$ cat src/hdl/abr_pkg.sv
// ----------------------------------------------------------------------------
// abr_pkg
// Shared constants and types of the alpha blend shape rasterizer.
// ----------------------------------------------------------------------------
`default_nettype none

package abr_pkg;

  // framebuffer geometry
  localparam int unsigned FB_SIDE  = 256;
  localparam int unsigned FB_W     = $clog2(FB_SIDE);
  localparam int unsigned FB_DEPTH = FB_SIDE * FB_SIDE;
  localparam int unsigned ADDR_W   = $clog2(FB_DEPTH);

  // request field widths
  localparam int unsigned FUNC_W  = 3;
  localparam int unsigned COORD_W = 12;
  localparam int unsigned RAD_W   = 10;
  localparam int unsigned CH_W    = 8;
  localparam int unsigned PIX_W   = 4 * CH_W;

  // bounding box arithmetic, wide enough for center +- radius + 1
  localparam int unsigned CW = 14;

  // shared multiply-add unit
  localparam int unsigned OP_W  = 12;
  localparam int unsigned ACC_W = 2 * OP_W;

  typedef enum logic [FUNC_W-1:0] {
    FUNC_CLEAR = 3'd0,
    FUNC_FILL  = 3'd1,
    FUNC_RING  = 3'd2,
    FUNC_PLOT  = 3'd3,
    FUNC_READ  = 3'd4
  } func_e;

  typedef struct packed {
    logic                    en;
    logic signed [OP_W-1:0]  op_a;
    logic signed [OP_W-1:0]  op_b;
    logic signed [ACC_W-1:0] addend;
  } mac_req_t;

endpackage

`default_nettype wire

$ cat src/hdl/abr_mac.sv
// ----------------------------------------------------------------------------
// abr_mac
// Shared signed multiply-add unit: acc = op_a * op_b + addend, registered.
// ----------------------------------------------------------------------------
`default_nettype none

module abr_mac import abr_pkg::*; (
  input  logic                    clk_i,
  input  mac_req_t                req_i,
  output logic signed [ACC_W-1:0] acc_o
);

  logic signed [2*OP_W-1:0] prod;
  logic signed [ACC_W-1:0]  acc_q;

  assign prod = req_i.op_a * req_i.op_b;

  always_ff @(posedge clk_i) begin
    if (req_i.en) begin
      acc_q <= ACC_W'(prod) + req_i.addend;
    end
  end

  assign acc_o = acc_q;

endmodule

`default_nettype wire
$ cat config.mk
export PLATFORM = sky130hd
export DESIGN_NAME = abr_mac
export DESIGN_NICKNAME = d
export VERILOG_FILES = /design/src/hdl/abr_pkg.sv /design/src/hdl/abr_mac.sv
export SDC_FILE = /design/constraint.sdc
export NUM_CORES = 1
export LEC_CHECK = 0
export BUFFER_PORTS_ARGS = -buffer_cell sky130_fd_sc_hd__buf_4
export CAP_MARGIN = 20
export CORE_MARGIN = 2
export CORE_UTILIZATION = 35
export DETAILED_ROUTE_END_ITERATION = 16
export PLACE_DENSITY = 0.52
export SETUP_SLACK_MARGIN = 0.05
export SLEW_MARGIN = 40
export SYNTH_ARGS = -nofsm -noshare
export SYNTH_HDL_FRONTEND = slang
export SYNTH_SLANG_ARGS = --single-unit
export TNS_END_PERCENT = 10
$ cat constraint.sdc
create_clock -name clk_i -period 11.9 [get_ports clk_i]
set_clock_uncertainty 0.05 [all_clocks]
set_input_delay 2.38 -clock clk_i [delete_from_list [all_inputs] [get_ports clk_i]]
set_output_delay 2.38 -clock clk_i [all_outputs]
set_load 0.01 [all_outputs]
## Word level (Yosys, flattened, before mapping)

Cells that the tools add are included.

| word-level totals | value |
|---|---|
| register bits | 24 |
| bits of input ports | 50 |
| output and inout port bits | 24 |
| word-level logic and storage cells | 3 |

| cells by class | value |
|---|---|
| $add $sub $neg | 1 |
| multipliers | 1 |

Operator list:

| cell | number |
|---|---|
| adder 24 bit | 1 |
| multiplier 12 x 12 -> 24 bit | 1 |

## Longest topological paths before layout

Gate-level depths: netlist of the first run.

| depth | value |
|---|---|
| depth in word-level cells | 2 |
| depth in mapped cells | 21 |
| depth with buffers taken out | 20 |

## Worst setup path after synthesis of the first run

No wires, ideal clock.

| path | value |
|---|---|
| path kind | input to register |
| start | input port req_i[47] (netlist bit) |
| end | register acc_q[22], in the netlist acc_o[22], data pin |
| library setup time | 0.266 ns |
| arrival time | 7.189 ns |
| data required time | 11.584 ns |
| setup slack | 4.396 ns |
| cell stages on the path | 15 |
| buffers on the path | 1 |
| path through | clkbuf_1 > nand2_1 > fa_1 > fa_1 > inv_1 > fa_1 > fa_1 > fa_1 > ha_1 > ha_1 > and2_4 > a311o_1 > a211oi_2 > o2111ai_1 > xor2_1 |

| on the way | value |
|---|---|
| word-level cells in the longest chain between the ends | 2 |

RTL lines:

| item | line | text |
|---|---|---|
| from (decl) | abr_mac.sv:9 | `input mac_req_t req_i,` |
| multiplier 12 x 12 -> 24 bit | abr_mac.sv:16 | `assign prod = req_i.op_a * req_i.op_b;` |
| adder 24 bit | abr_mac.sv:20 | `acc_q <= ACC_W'(prod) + req_i.addend;` |
| to (signal assigned) | abr_mac.sv:20 |  |
| to (decl) | abr_mac.sv:14 | `logic signed [ACC_W-1:0] acc_q;` |

No other way between the ends.
A chain may end at the register's enable or synchronous reset.

## Worst setup path in the final report of the first run

| path | value |
|---|---|
| start | input port req_i[47] (netlist bit) |
| end | register acc_q[20], in the netlist acc_o[20], data pin |

The elaborated chain is that of the path after synthesis.

==> results.txt, run 1 <==
status -> finished clean
fillers -> 1,985
Final Non-Filler Cells -> 1,025
Required @ worst endpoint -> 11,860 ps
count of endpoints failing setup in the final report -> 0
starting density of the core -> 0.3573
Synth Flop Type -> edfxtp_1
count leader, synth -> inv_1
CTS Buf Count -> 3
GP Congestion -> 0.8568
H-tree depth -> 1
vias in the first global route -> 5,341
max cap viols -> 0
vias per cell -> 4.646
Post-DRT Antenna Nets -> 0
Layout area overhead -> 12.54%
Remaining DRCs -> 0
TritonCTS clock tree -> done
final hold violations -> 0
routed via count -> 4,762
CP Data Arrival Time -> 7350 ps
Post-synth EDFFs -> 24
nets -> 1,037
Synth Area per Inst -> 9.882 um2
slowest CP cell -> fa_2
n_diodes -> 0
Syn Inst Count -> 706
antenna violations before repair -> 0
post-synthesis sequential area ratio -> 0.1033
Final TNS setup -> 0 ps
WL/cell -> 14.80 um
total clock sinks -> 24
grt ovf -> 0
Critical Path Source Type -> input pin
First-pass DRT Iterations -> 4
Die Y -> 145.2 um
fraction of layout cells with a size suffix above 1 -> 0.1145
core region area -> 19,530 um2
Setup Buffers After CTS -> 0
Fin Hold WS -> 2386 ps
Final min period -> 7393 ps
post-placement cell count -> 1,021
Syn Nets -> 982
first-iteration detailed-routing DRC count -> 241
DPL Wire Length -> 13,320 um
max_slew headroom -> 0.6810
Port Buffers -> 73
most used cell, CP -> fa_1
Largest register FFs -> 24
CP max stage delay -> 790 ps
highest clock rate -> 135.3 MHz
synth top area cells -> fa_1 (46%), ha_1 (12%), edfxtp_1 (10%), inv_1 (9.8%), and2_1 (5.8%)
asr flop ratio synth -> 0
Worst-path clk slew -> 60 ps
Worst Setup End Kind -> register
Yosys top cell area share -> 0.4591
hold_buf cts -> 0
largest net degree at the start of global routing -> 25
IO Pins -> 74
Hold WC Path Type -> input pin to register
Post-Syn Area -> 6977 um2
first-pass GRT wire length -> 26,050 um
RSZ-0062 raised after global routing -> false
GRT Total Usage -> 0.1515
Synth Register Bits -> 24
Worst Path Class, Setup -> input pin to register
Slew Viols, Final -> 0
synth cell count leaders -> inv_1 (183), fa_1 (160), nand2_1 (74)
Resized Gates After CTS -> 0
worst slew pin tran -> 476.3 ps
CTS root buffer -> clkbuf_16
die area -> 21,080 um2
Max clock buf depth -> 2
Yosys top cell by area -> fa_1
critical path fanouts, max -> 12
crit-path cells -> buf_4 -> and2_1 -> inv_1 -> fa_2 -> fa_1 -> inv_1 -> fa_1 -> fa_1 -> fa_1 -> ha_1 -> ha_1 -> and4_1 -> o21ai_0 -> a31oi_1 -> nor2_1 -> o21ai_0 -> xor2_1
final worst path period share -> 0.6213
Syn. warnings -> 0
Placement Rows -> 51
post-detailed-routing wire length -> 15,170 um
Yosys cell types -> 37
chip width -> 145.2 um
[metal layers]
layer  global-route usage  part of all wire
met1               0.1893              0.39
met2               0.2833              0.55
met3              0.01887             0.037
met4              0.02647             0.017
met5                    0                 0
[worst max-delay path: cells and delay by family]
family | cells | cell delay [ps]
buf+inv | 3 | 310
xor+xnor | 1 | 90
fa+ha+maj | 7 | 3390
simple gates | 3 | 480
compound gates | 3 | 690
[cell usage in the layout, fill, tap and decap left out, types with 2 or more instances in the layout]
| master | instances |
|---|---|
| nand2_1 | 74 |
| a211oi_2 | 2 |
| o21ai_1 | 3 |
| a31oi_1 | 3 |
| xnor2_1 | 24 |
| fa_1 | 159 |
| nand4_1 | 2 |
| o21a_1 | 2 |
| and2_1 | 65 |
| nand2b_1 | 4 |
| inv_1 | 183 |
| nand3_1 | 4 |
| o21bai_1 | 2 |
| xor2_1 | 6 |
| nor2_1 | 17 |
| a21oi_2 | 2 |
| o21ai_0 | 10 |
| o2111ai_1 | 2 |
| buf_4 | 73 |
| a21oi_1 | 12 |
| clkinv_1 | 2 |
| ha_1 | 66 |
| a211oi_1 | 2 |
| clkbuf_16 | 3 |
| edfxtp_1 | 24 |
[cells by family after synthesis]
kind of cell | Yosys count | synth area share
compound gates | 47 | 0.04806
xor+xnor | 30 | 0.03766
fa+ha+maj | 226 | 0.5775
buf+inv | 207 | 0.1114
flops | 24 | 0.1033
simple gates | 172 | 0.1221
[layout make-up]
class	count	area (um2)	share of cell area
flip-flops and latches	24	720.7	0.09179
well taps	265	331.6	0.04223
multi-input cells	475	5482	0.6982
clock inverters	1	3.754	0.0004781
clock buffers	3	75.07	0.009562
repair buffers	73	548.0	0.06980
inverters	184	690.7	0.08797
[final timing paths]
check	start	to	slack [ps]	depth (start not counted)
setup / recovery	req_i[47]	acc_o[20]$_DFFE_PP_	4510	17
hold / removal	req_i[0]	acc_o[0]$_DFFE_PP_	2390	2
[per-stage QoR]
step	util	area, um2	worst slack [ps]
2_1_floorplan	-	6977	4396
3_3_place_gp	0.3979	7770	4128
3_5_place_dp	0.3979	7770	3979
4_1_cts	0.4020	7849	4245
5_1_grt	0.4021	7851	4244
6_report	0.4021	7851	4507
Power of run 1 is left out: the tool's default activity adds up to more than one toggle a clock period on the data nets, which glitch-free logic cannot reach.
==> run 2: changes to the inputs <==
clock period = 7.1 ns   (was 11.9 ns; I/O delays follow)
==> run 2 against run 1 <==
  * Global-route usage down 0.45 points
  * Non-clock buffer count up 2
  * Wire length down 3.5%
  * Sequential share of layout area about the same
  * Via count down 1.1%
  * Clock-buffer cell count unchanged
  * Critical path depth unchanged
  * Cell count up 0.20%
  * Worst setup slack worse by 3900 ps
  * Worst hold slack worse by 980 ps
  * Die area unchanged
  * Critical path type unchanged
  * Critical endpoint is now acc_o[23]$_DFFE_PP_
  * Highest routed layer unchanged
==> results.txt, run 2 (synthesized netlist as in run 1, its figures left out) <==
status -> finished clean
CP Data Arrival Time -> 6470 ps
first-pass GRT wire length -> 25,430 um
final worst path period share -> 0.9174
Place WS -> 280.2 ps
starting density of the core -> 0.3573
Worst Setup End Kind -> register
Layout area overhead -> 13.09%
Post-DRT Antenna Nets -> 0
critical path fanouts, max -> 12
Resized Gates After CTS -> 0
slowest CP cell -> fa_1
n_diodes -> 0
routed via count -> 4,709
CTS Buf Count -> 3
vias in the first global route -> 5,358
DR top layer -> met4
GRT Total Usage -> 0.1470
Final Non-Filler Cells -> 1,027
count of endpoints failing setup in the final report -> 0
chip width -> 145.2 um
Required @ worst endpoint -> 7050 ps
nets -> 1,039
core region area -> 19,530 um2
Slew Viols, Final -> 0
Remaining DRCs -> 0
post-detailed-routing wire length -> 14,650 um
Hold Crit Start -> req_i[0]
GP Congestion -> 0.8169
Worst Path Class, Setup -> input pin to register
Worst-path clk slew -> 60 ps
Critical Path Source Type -> input pin
worst setup margin -> 586.5 ps
CTS root buffer -> clkbuf_16
max cap viols -> 0
wl on met1 -> 5737 um
Die Y -> 145.2 um
highest clock rate -> 153.5 MHz
WL/cell -> 14.26 um
Fin Hold WS -> 1401 ps
H-tree depth -> 1
Placement Rows -> 51
met2 wire len -> 8208 um
Largest register FFs -> 24
crit-path cells -> buf_4 -> and2_1 -> inv_1 -> fa_1 -> fa_1 -> inv_1 -> fa_1 -> fa_1 -> fa_1 -> ha_1 -> ha_1 -> a21oi_1 -> o211ai_1 -> a21oi_2 -> a21oi_2 -> a221oi_2 -> xnor2_1
Setup crit start -> req_i[47]
Max clock buf depth -> 2
TritonCTS clock tree -> done
final hold violations -> 0
Final TNS setup -> 0 ps
Hold WC Path Type -> input pin to register
total clock sinks -> 24
commonest non-fill, non-tap cells in the layout -> inv_1 (183), fa_1 (160), buf_4 (75)
largest net degree at the start of global routing -> 25
IO Pins -> 74
DPL Wire Length -> 13,200 um
most common cell after layout, fill and taps aside -> inv_1
CP max stage delay -> 840 ps
worst slew pin tran -> 520.5 ps
post-placement cell count -> 1,023
WL met3 -> 496 um
grt ovf -> 0
hold_buf cts -> 0
first-iteration detailed-routing DRC count -> 240
Port Buffers -> 73
Final min period -> 6514 ps
vias per cell -> 4.585
most used cell, CP -> fa_1
RSZ-0062 raised after global routing -> false
antenna violations before repair -> 0
fraction of layout cells with a size suffix above 1 -> 0.1168
max_slew headroom -> 0.6526
die area -> 21,080 um2
Setup Buffers After CTS -> 0
First-pass DRT Iterations -> 4
run 2: cell count changes in the layout (fill, tap and decap cells not counted), sizes merged:
| cell | delta |
|---|---|
| buf | +2 |
| bufinv | +1 |
| clkinv | -1 |
run 2: worst max-delay path: cells and delay by family:
family | cells | cell delay [ps]
AO/OA/AOI/OAI | 5 | 1060
XOR/XNOR | 1 | 80
adder cells (fa/ha/maj) | 7 | 3400
buffers and inverters | 3 | 290
AND/OR/NAND/NOR | 1 | 180
run 2: stage by stage:
stage	util	instance area, um2
4_1_cts	0.4041	7890
3_5_place_dp	0.3987	7785
2_1_floorplan	-	6977
6_report	0.4041	7890
5_1_grt	0.4041	7890
3_3_place_gp	0.3987	7785
run 2: per-layer routing:
layer	vias up	GRT usage
li1	2196	-
met1	2400	0.1754
met2	99	0.2833
met3	14	0.02044
met4	0	0.02500
met5	-	0
run 2: cell type report:
type	count	area, um2
inverters	184	690.7
multi-input cells	475	5479
flip-flops and latches	24	720.7
fillers	2003	11640
clock buffers	3	75.07
well taps	265	331.6
clock inverters	1	30.03
repair buffers	75	563.0
run 2: path summary, 6_finish.rpt:
path	endpoint	slack [ps]	cells after the start
min	acc_o[0]$_DFFE_PP_	1400	2
max	acc_o[23]$_DFFE_PP_	590	17
Power of run 2 is left out for the same reason.
